**src/rtl/spss_pkg.sv**
```systemverilog
package spss_pkg;

  // Mode request codes carried by each poll word.
  localparam logic [1:0] REQ_KEEP = 2'd0;
  localparam logic [1:0] REQ_IDLE = 2'd1;
  localparam logic [1:0] REQ_FEED = 2'd2;

  // Configuration register indexes.
  localparam logic [1:0] REG_READ_INTERVAL = 2'd0;
  localparam logic [1:0] REG_SETTLE_TIME   = 2'd1;

  // Reset values of the configuration registers.
  localparam logic [31:0] READ_INTERVAL_RESET = 32'd30000;
  localparam logic [15:0] SETTLE_TIME_RESET   = 16'd300;

  // Operating mode.
  typedef enum logic [1:0] {
    MODE_IDLE = 2'b01,
    MODE_FEED = 2'b10
  } mode_t;

  // Measurement phase. Idle mode uses all three, feeding mode the first two.
  typedef enum logic [2:0] {
    PH_WAIT   = 3'b001,
    PH_SETTLE = 3'b010,
    PH_HOLD   = 3'b100
  } phase_t;

endpackage

```
**src/rtl/sensor_power_sample_sequencer.sv**
```systemverilog
// Sensor power sequencer and sampler.
// The input channel (in_valid/in_ready) carries one poll word per transfer:
// a mode request, the current millisecond time and the converter sample.
// The output channel (out_valid/out_ready) returns exactly one result word
// per poll: the supply enable level, the most recently latched sample and a
// flag that marks a poll which latched a new sample.
// The result is registered: a poll accepted in one cycle has its result on
// the output in the next. Throughput is one poll per cycle while results
// are taken; the only loop is the sequencer state, updated once per poll.
// When the receiver stalls, the result word is held in the output register
// and in_ready drops until it is taken; the next poll is accepted in the same
// cycle in which the waiting result leaves.
// The configuration port (cfg_write, cfg_index, cfg_data) writes the read
// interval (index 0) or the settle time (index 1); other indexes are ignored.
// Writes belong to periods in which no poll is in flight.
// Synchronous reset empties the output register, restores both registers to
// their defaults, selects idle mode with the supply on and arms the first
// measurement.
module sensor_power_sample_sequencer #(
  parameter int SAMPLE_BITS = 10
) (
  input  logic                   clk,
  input  logic                   rst,
  input  logic                   in_valid,
  output logic                   in_ready,
  input  logic [1:0]             mode_request,
  input  logic [31:0]            now_ms,
  input  logic [SAMPLE_BITS-1:0] adc_sample,
  output logic                   out_valid,
  input  logic                   out_ready,
  output logic                   sensor_power,
  output logic [SAMPLE_BITS-1:0] moisture_value,
  output logic                   sample_taken,
  input  logic                   cfg_write,
  input  logic [1:0]             cfg_index,
  input  logic [31:0]            cfg_data
);

  // Configuration registers.
  logic [31:0] read_interval;
  logic [15:0] settle_time;

  // Sequencer state.
  spss_pkg::phase_t         phase, phase_next;
  spss_pkg::mode_t          active_mode, mode_next;
  logic                     first_poll, first_poll_next;
  logic [31:0]              last_read_time, last_read_time_next;
  logic [31:0]              phase_entry_time, phase_entry_time_next;
  logic [SAMPLE_BITS-1:0]   held_sample, held_sample_next;
  logic                     power_level, power_level_next;
  logic                     taken;

  spss_pkg::phase_t         phase_eff;
  logic                     accept;
  logic                     interval_due;
  logic                     settle_done;

  assign in_ready = !out_valid || out_ready;
  assign accept   = in_valid && in_ready;

  // Configuration writes.
  always_ff @(posedge clk) begin
    if (rst) begin
      read_interval <= spss_pkg::READ_INTERVAL_RESET;
      settle_time   <= spss_pkg::SETTLE_TIME_RESET;
    end else if (cfg_write) begin
      unique case (cfg_index)
        spss_pkg::REG_READ_INTERVAL: read_interval <= cfg_data;
        spss_pkg::REG_SETTLE_TIME:   settle_time   <= cfg_data[15:0];
        default: ;
      endcase
    end
  end

  // A request for a different mode switches to it and restarts the phase.
  always_comb begin
    mode_next = active_mode;
    phase_eff = phase;
    if (mode_request == spss_pkg::REQ_IDLE && active_mode != spss_pkg::MODE_IDLE) begin
      mode_next = spss_pkg::MODE_IDLE;
      phase_eff = spss_pkg::PH_WAIT;
    end else if (mode_request == spss_pkg::REQ_FEED &&
                 active_mode != spss_pkg::MODE_FEED) begin
      mode_next = spss_pkg::MODE_FEED;
      phase_eff = spss_pkg::PH_WAIT;
    end
  end

  // Elapsed-time compares, modulo 2^32.
  assign interval_due = first_poll || ((now_ms - last_read_time) >= read_interval);
  assign settle_done  = (now_ms - phase_entry_time) >= {16'd0, settle_time};

  // Per-poll phase step.
  always_comb begin
    phase_next            = phase_eff;
    first_poll_next       = first_poll;
    last_read_time_next   = last_read_time;
    phase_entry_time_next = phase_entry_time;
    held_sample_next      = held_sample;
    power_level_next      = power_level;
    taken                 = 1'b0;
    if (mode_next == spss_pkg::MODE_IDLE) begin
      unique case (phase_eff)
        spss_pkg::PH_WAIT: begin
          if (interval_due) begin
            power_level_next      = 1'b1;
            phase_entry_time_next = now_ms;
            phase_next            = spss_pkg::PH_SETTLE;
            first_poll_next       = 1'b0;
          end else begin
            power_level_next = 1'b0;
          end
        end
        spss_pkg::PH_SETTLE: begin
          if (settle_done) begin
            held_sample_next      = adc_sample;
            taken                 = 1'b1;
            phase_entry_time_next = now_ms;
            phase_next            = spss_pkg::PH_HOLD;
          end
        end
        spss_pkg::PH_HOLD: begin
          if (settle_done) begin
            power_level_next    = 1'b0;
            last_read_time_next = now_ms;
            phase_next          = spss_pkg::PH_WAIT;
          end
        end
        default: ;
      endcase
    end else begin
      unique case (phase_eff)
        spss_pkg::PH_WAIT: begin
          power_level_next = 1'b1;
          phase_next       = spss_pkg::PH_SETTLE;
        end
        spss_pkg::PH_SETTLE: begin
          held_sample_next = adc_sample;
          taken            = 1'b1;
        end
        default: ;
      endcase
    end
  end

  // State update on every accepted poll.
  always_ff @(posedge clk) begin
    if (rst) begin
      phase            <= spss_pkg::PH_WAIT;
      active_mode      <= spss_pkg::MODE_IDLE;
      first_poll       <= 1'b1;
      last_read_time   <= '0;
      phase_entry_time <= '0;
      held_sample      <= '0;
      power_level      <= 1'b1;
    end else if (accept) begin
      phase            <= phase_next;
      active_mode      <= mode_next;
      first_poll       <= first_poll_next;
      last_read_time   <= last_read_time_next;
      phase_entry_time <= phase_entry_time_next;
      held_sample      <= held_sample_next;
      power_level      <= power_level_next;
    end
  end

  // Output register valid flag.
  always_ff @(posedge clk) begin
    if (rst) begin
      out_valid <= 1'b0;
    end else if (accept) begin
      out_valid <= 1'b1;
    end else if (out_ready) begin
      out_valid <= 1'b0;
    end
  end

  // Output register payload.
  always_ff @(posedge clk) begin
    if (accept) begin
      sensor_power   <= power_level_next;
      moisture_value <= held_sample_next;
      sample_taken   <= taken;
    end
  end

endmodule

```
**config.mk**
```make
export PLATFORM = sky130hd
export DESIGN_NAME = sensor_power_sample_sequencer
export DESIGN_NICKNAME = d
export VERILOG_FILES = /design/src/rtl/spss_pkg.sv /design/src/rtl/sensor_power_sample_sequencer.sv
export SDC_FILE = /design/constraint.sdc
export NUM_CORES = 1
export LEC_CHECK = 0
export BUFFER_PORTS_ARGS = -buffer_cell sky130_fd_sc_hd__buf_2
export CORE_AREA = 2 2 135 137
export CTS_CLUSTER_DIAMETER = 200
export DETAILED_ROUTE_END_ITERATION = 10
export DIE_AREA = 0 0 137 139
export PLACE_DENSITY = 0.9
export SETUP_SLACK_MARGIN = 0.2
export SLEW_MARGIN = 20
export SYNTH_ARGS = -nofsm -noshare
export SYNTH_HDL_FRONTEND = slang
export SYNTH_SLANG_ARGS = --single-unit
export TNS_END_PERCENT = 50
```
**constraint.sdc**
```tcl
create_clock -name clk -period 5.5 [get_ports clk]
set_input_delay 0.275 -clock clk [delete_from_list [all_inputs] [get_ports clk]]
set_output_delay 0.275 -clock clk [all_outputs]
set_load 0.1 [all_outputs]
```
==> impl_metrics.env, run 1 <==
export IMPL_final_area_mm2=0.0121
export IMPL_fmax_ghz=0.188
export IMPL_yosysWarnings=0
export IMPL_p_int_w=0.00219
export IMPL_p_clk_share_pct=37.3
export IMPL_gp_congestion=0.949
export IMPL_grt_total_usage_pct=28.6
export IMPL_skew_ns=0.0130
export IMPL_worstSkewPairLatency_ns=0.43
export IMPL_hp_class="primary input to flop"
export IMPL_portBuffers=96
export IMPL_fin_nets=1582
export IMPL_criticalPathCategory="flop to flop"
export IMPL_ctsHtreeMaxLevel=4
export IMPL_grt_pass1_vias=9181
export IMPL_setup_viol_count_final=0
export IMPL_root_buffer="clkbuf_16"
export IMPL_multi_input_area_mm2=0.00702
export IMPL_finalMaxSlewViolations=0
export IMPL_grt_overflow_total=0
export IMPL_drt_iter0_drc=986
export IMPL_fin_crit_sh_pct=96.9
export IMPL_wire_per_inst_um=17.7
export IMPL_nFillCells=1331
export IMPL_layout_commonest_cell="nand2b_1"
export IMPL_cts_path_max_buffers=2
export IMPL_ir_drop_uv=249
export IMPL_hold_start="cfg_data[3]"
export IMPL_ys_flop_type="dfxtp_1"
export IMPL_clkSinkCount=142
export IMPL_grt_max_degree=109
export IMPL_synth_nets=1495
export IMPL_synth_edf_count=12
export IMPL_worstSetupStartpoint="last_read_time[0]"
export IMPL_grt_pass1_wl_mm=44.2
export IMPL_power_w=0.00324
export IMPL_hold_viol=0
export IMPL_p_seq_share_pct=34.3
export IMPL_critPathLaunchType="flop"
export IMPL_p_leak_nw=4.97
export IMPL_worst_path_max_fanout=6
export IMPL_regArea_mm2=0.00296
export IMPL_routed_wl_mm=28.9
export IMPL_die_area_mm2=0.0190
export IMPL_ys_seq_area_share_pct=28.1
export IMPL_synth_top_area_cell="dfxtp_1"
export IMPL_cts_tree="done"
export IMPL_post_route_util_pct=68.5
export IMPL_drive_gt1_share_pct=13.6
export IMPL_slew_headroom_pct=36.2
export IMPL_synth_cells=1300
export IMPL_drv_cap=0
export IMPL_synth_area_leaders="dfxtp_1 25%, ha_1 13%, nand2b_1 7.8%"
export IMPL_hpwl_mm=19.7
export IMPL_powerDensity_mw_per_mm2=268
export IMPL_syn_area_per_cell_um2=8.10
export IMPL_drc=0
export IMPL_rows=49
export IMPL_antenna_found_initial=0
export IMPL_finalCriticalPeriod_ns=5.33
export IMPL_synth_top_area_share_pct=24.7
export IMPL_worstMarginPinSlew_ns=0.932
export IMPL_area_growth_pct=14.8
export IMPL_ios=97
export IMPL_cts_buffers=17
export IMPL_netlist_area_mm2=0.0105
export IMPL_cp_required_ns=5.86
export IMPL_outcome="finished clean"
export IMPL_coreArea_mm2=0.0177
export IMPL_final_cell_mix="131 x nand2b_1, 129 x dfxtp_1, 126 x inv_1, 126 x nand2_1, 121 x a21oi_1"
export IMPL_r2r_start="last_read_time[0]"
export IMPL_die_w_um=137
export IMPL_arrival_ns=5.68
export IMPL_clk_pin_slew_ns=0.07
export IMPL_via_count=9924
export IMPL_synth_seq_cells=142
export IMPL_worst_setup_path_end_kind="flop"
export IMPL_async_flop_share_pct=0
export IMPL_antenna_left=0
export IMPL_placed_cell_area_mm2=0.0112
export IMPL_p_sw_w=0.00105
export IMPL_die_h_um=139
export IMPL_comb_power_share_pct=28.4
export IMPL_synth_cell_type_count=84
export IMPL_viasPerCell=6.09
export IMPL_initial_core_util_pct=59.7
export IMPL_swShare_pct=32.4
export IMPL_dr_pass1_iters=8
## worst max-delay path: stages, from the launching register on
cell and delay (ns):
dfxtp_1 0.35, ha_1 0.19, inv_1 0.06, fa_2 0.37, a211oi_2 0.29, o21ai_1 0.14, a21oi_2 0.26, o32ai_1 0.17
nor4_2 0.38, o41ai_4 0.14, a21o_1 0.21, a21o_1 0.20, a21o_1 0.18, a21oi_1 0.17, xnor2_1 0.14, ha_1 0.26
a21o_1 0.16, a21oi_1 0.15, o21ai_0 0.13, nand2_1 0.12, o2111ai_1 0.17, a31oi_2 0.31, nor2_2 0.09, o221ai_4 0.18
clkbuf_16 0.27, mux2i_1 0.17
## Yosys cell counts, types with 3 or more instances
cell type and instances:
edfxtp_1 12, o21ai_1 9, dfxtp_1 130, nand2b_1 131
o22ai_1 4, mux2i_1 75, clkbuf_1 35, o211ai_1 13
o2111ai_1 4, o21a_1 11, a31oi_1 5, mux2_1 9
and3_1 9, a211oi_1 9, and2_1 3, o211a_1 4
nand3b_1 3, xnor2_1 33, inv_1 126, o21ai_0 36
nor2b_1 11, nand4_1 10, a211o_1 15, nor2_1 73
or3_1 4, nor3_1 17, buf_6 4, xor2_1 12
buf_4 4, a21o_1 32, nor4_1 6, nand2_1 126
buf_2 6, nand3_1 20, ha_1 110, o31ai_1 4
a21oi_1 123, o21bai_1 5
## power by group through the flow
stage	registers [W]	logic, W	clock network [W]
floorplan	0.00116	0.000588	0
finish	0.00111	0.000920	0.00121
global route	0.00111	0.000997	0.00126
detailed placement	0.00113	0.000833	0
global placement	0.00113	0.000815	0
CTS	0.00111	0.000846	0.00121
## logic make-up (layout without fill, tap and decap cells)
logic type	count (synthesis)	in the layout	share of synthesized area [%]
other	0	1	0
DFF	142	142	28.1
and+or+nand+nor	430	430	20.8
buffers and inverters	178	278	6.84
xor gates and xnor gates	45	45	3.74
adders and majority gates	112	112	13.4
muxes	85	85	8.19
AOI/OAI and AO/OA	308	308	18.8
## final cells by class
type                       instances  area share [%]
clock buffer                      21            4.08
multi-input combinational        980            58.0
inverter                         128            3.97
sequential                       142            24.5
timing repair buffer             118            6.01
clock inverter                    11            1.03
antenna                            1          0.0207
tap                              229            2.37
## per-layer routing
layer	vias up	global-route usage, %	share of wire [%]
li1	4703	-	-
met1	4584	38.7	42
met2	531	45.2	46
met3	106	4.90	7.9
met4	0	11.0	3.9
met5	-	0	0
## final timing paths
| path | endpoint | slack (ns) | depth (start not counted) |
|---|---|---|---|
| setup / recovery | phase_entry_time[21] | 0.17 | 25 |
| hold / removal | settle_time[3] | 0.06 | 2 |
| setup reg to reg | phase_entry_time[21] | 0.17 | 25 |
| hold reg to reg | read_interval[25] | 0.46 | 2 |
## sequential cells by signal, summed over array words and instances (netlist names), 2 cells and up
name	cells
last_read_time	32
held_sample	10
settle_time	16
active_mode	2
moisture_value	10
read_interval	32
phase_entry_time	32
phase	3
## through the flow
step | cells | TNS [ns] | worst slack [ns] | hold slack (ns)
final | 1630 | 0 | 0.173 | 0.0597
after global routing | 1629 | -0.0135 | -0.0135 | 0.0759
after CTS | 1618 | 0 | 0.177 | 0.0601
after detailed placement | 1586 | 0 | 0.100 | 0.446
after global placement | 1586 | 0 | 0.228 | 0.443
after floorplan | 1300 | 0 | 0.480 | 0.393
## timing repair
action	4_1_cts	5_1_grt
setup endpoints to repair	33	90
buffers inserted	0	7
hold buffers	0	0
gates cloned	0	4
pin swaps	0	22
gates resized for setup	2	34
Note: power is estimated with default switching activity, not from simulation.
==> inputs of run 2 (changes only) <==
Settings changed: SETUP_SLACK_MARGIN 0.2 to 0.15.
==> run 2 against run 1 <==
Count of clock-buffer cells in the layout unchanged. Final area about the same. Sequential cell count unchanged. Die area unchanged. Non-clock buffer count unchanged. Critical path depth increased by 1. Clock power about the same. First-iteration DRC count decreased by 9.1%. Final cell count unchanged. Clock skew increased by 0.0034 ns. Worst hold slack got worse by 0.0020 ns. Global-route usage unchanged. Largest power group unchanged.
==> impl_metrics.env, run 2 (synthesis gave the netlist of run 1 again) <==
export IMPL_criticalPathCategory="flop to flop"
export IMPL_grt_total_usage_pct=28.6
export IMPL_fin_crit_sh_pct=96.2
export IMPL_holdBufCountCts=0
export IMPL_viasPerCell=6.07
export IMPL_drc=0
export IMPL_finalCriticalPeriod_ns=5.29
export IMPL_fin_nets=1582
export IMPL_power_w=0.00324
export IMPL_powerDensity_mw_per_mm2=268
export IMPL_cp_required_ns=5.86
export IMPL_die_w_um=137
export IMPL_antenna_found_initial=1
export IMPL_die_h_um=139
export IMPL_arrival_ns=5.65
export IMPL_worstSetupStartpoint="last_read_time[0]"
export IMPL_rr_worst_depth=26
export IMPL_area_growth_pct=14.9
export IMPL_clk_pin_slew_ns=0.07
export IMPL_wire_per_inst_um=17.5
export IMPL_worst_path_max_fanout=5
export IMPL_worst_setup_path_end_kind="flop"
export IMPL_root_buffer="clkbuf_16"
export IMPL_dr_pass1_iters=5
export IMPL_cts_path_max_buffers=2
export IMPL_placed_cell_area_mm2=0.0112
export IMPL_grt_pass1_vias=9175
export IMPL_hold_viol=0
export IMPL_die_area_mm2=0.0190
export IMPL_r2r_start="last_read_time[0]"
export IMPL_p_leak_nw=4.98
export IMPL_coreArea_mm2=0.0177
export IMPL_outcome="finished clean"
export IMPL_skew_ns=0.0164
export IMPL_antenna_left=0
export IMPL_final_area_mm2=0.0121
export IMPL_grt_max_degree=109
export IMPL_via_count=9890
export IMPL_setup_ws_ns=0.211
export IMPL_ctsHtreeMaxLevel=4
export IMPL_cts_buffers=17
export IMPL_final_cell_mix="131 x nand2b_1, 129 x dfxtp_1, 126 x inv_1, 126 x nand2_1, 121 x a21oi_1"
export IMPL_worstMarginPinSlew_ns=0.893
export IMPL_dpl_worst_slack_ns=0.100
export IMPL_finalMaxSlewViolations=0
export IMPL_fmax_ghz=0.189
export IMPL_cp_endpoint="phase_entry_time[24]"
export IMPL_layout_commonest_cell="nand2b_1"
export IMPL_drive_gt1_share_pct=13.5
export IMPL_rsz0062_at_grt="true"
export IMPL_reg_top3="last_read_time: 32 flops, phase_entry_time: 32 flops, read_interval: 32 flops"
export IMPL_gp_congestion=0.949
export IMPL_slew_headroom_pct=40.5
export IMPL_setup_tns_ns=0
export IMPL_ios=97
export IMPL_ir_drop_uv=250
export IMPL_portBuffers=96
export IMPL_grt_pass1_wl_mm=44.2
export IMPL_clkSinkCount=142
export IMPL_rows=49
export IMPL_r2r_slack_ns=0.21
export IMPL_dp_cells=1586
export IMPL_hp_class="primary input to flop"
export IMPL_rr_endpoint="phase_entry_time[24]"
export IMPL_grt_overflow_total=0
export IMPL_initial_core_util_pct=59.7
export IMPL_hpwl_mm=19.7
export IMPL_final_cells=1630
export IMPL_drt_iter0_drc=896
export IMPL_routed_wl_mm=28.5
export IMPL_critPathLaunchType="flop"
export IMPL_setup_viol_count_final=0
export IMPL_cts_tree="done"
export IMPL_worstSkewPairLatency_ns=0.44
export IMPL_drv_cap=0
[run 2: worst min-delay path by stage]
stage	start	to	slack [ns]	depth (start not counted)
6_report	cfg_data[4]	read_interval[4]	0.06	2
5_1_grt	cfg_data[4]	read_interval[4]	0.07	2
4_1_cts	cfg_data[3]	settle_time[3]	0.06	2
3_5_place_dp	read_interval[25]	read_interval[25]	0.45	2
3_3_place_gp	settle_time[4]	settle_time[4]	0.44	2
2_1_floorplan	cfg_data[10]	read_interval[10]	0.39	1
[run 2: timing repair]
item                                    in CTS  in global routing
gates resized for setup                      2                 25
endpoints found under the setup margin      32                 89
pin swaps                                    0                 16
buffers inserted                             0                  6
gates cloned                                 0                  5
[run 2: where the power goes]
group / internal (W) / switching, W
clock: 0.000737 / 0.000471
combinational: 0.000370 / 0.000554
sequential: 0.00109 / 0.0000240
[run 2: per-stage QoR]
| stage | util (%) | hold WS [ns] |
|---|---|---|
| 3_5_place_dp | 63.4 | 0.446 |
| 5_1_grt | 68.6 | 0.0746 |
| 6_report | 68.6 | 0.0577 |
| 3_3_place_gp | 63.4 | 0.443 |
| 4_1_cts | 67.0 | 0.0601 |
| 2_1_floorplan | - | 0.393 |
[run 2: cell type report]
cell class	instances	area, um2
clock inverters	11	125
diodes	1	2.50
multi-input cells	980	7010
inverters	128	480
well taps	229	287
flip-flops and latches	142	2960
clock buffers	21	493
repair buffers	118	751
fillers	1337	5550
[run 2: worst max-delay path: stages, from the launching register on]
cell	delay [ns]
dfxtp_1	0.33
ha_1	0.17
inv_1	0.06
fa_1	0.45
a211oi_2	0.28
o21ai_0	0.19
a21oi_2	0.26
o32ai_1	0.17
nor4_2	0.25
o41ai_2	0.19
a21o_1	0.21
a21o_1	0.20
a21o_1	0.17
a21oi_1	0.17
xnor2_1	0.14
ha_1	0.26
a21o_1	0.16
a21oi_1	0.15
o21ai_0	0.13
nand2_1	0.09
o2111ai_1	0.13
a31oi_2	0.31
nor2_2	0.09
o221ai_4	0.11
buf_4	0.21
buf_8	0.13
mux2i_1	0.19
[run 2: routing by layer]
| metal | global-route usage (%) | share of wire, % |
|---|---|---|
| met2 | 45.2 | 46 |
| met5 | 0 | 0 |
| met4 | 11.0 | 3.2 |
| met3 | 4.90 | 7.8 |
| met1 | 38.7 | 43 |
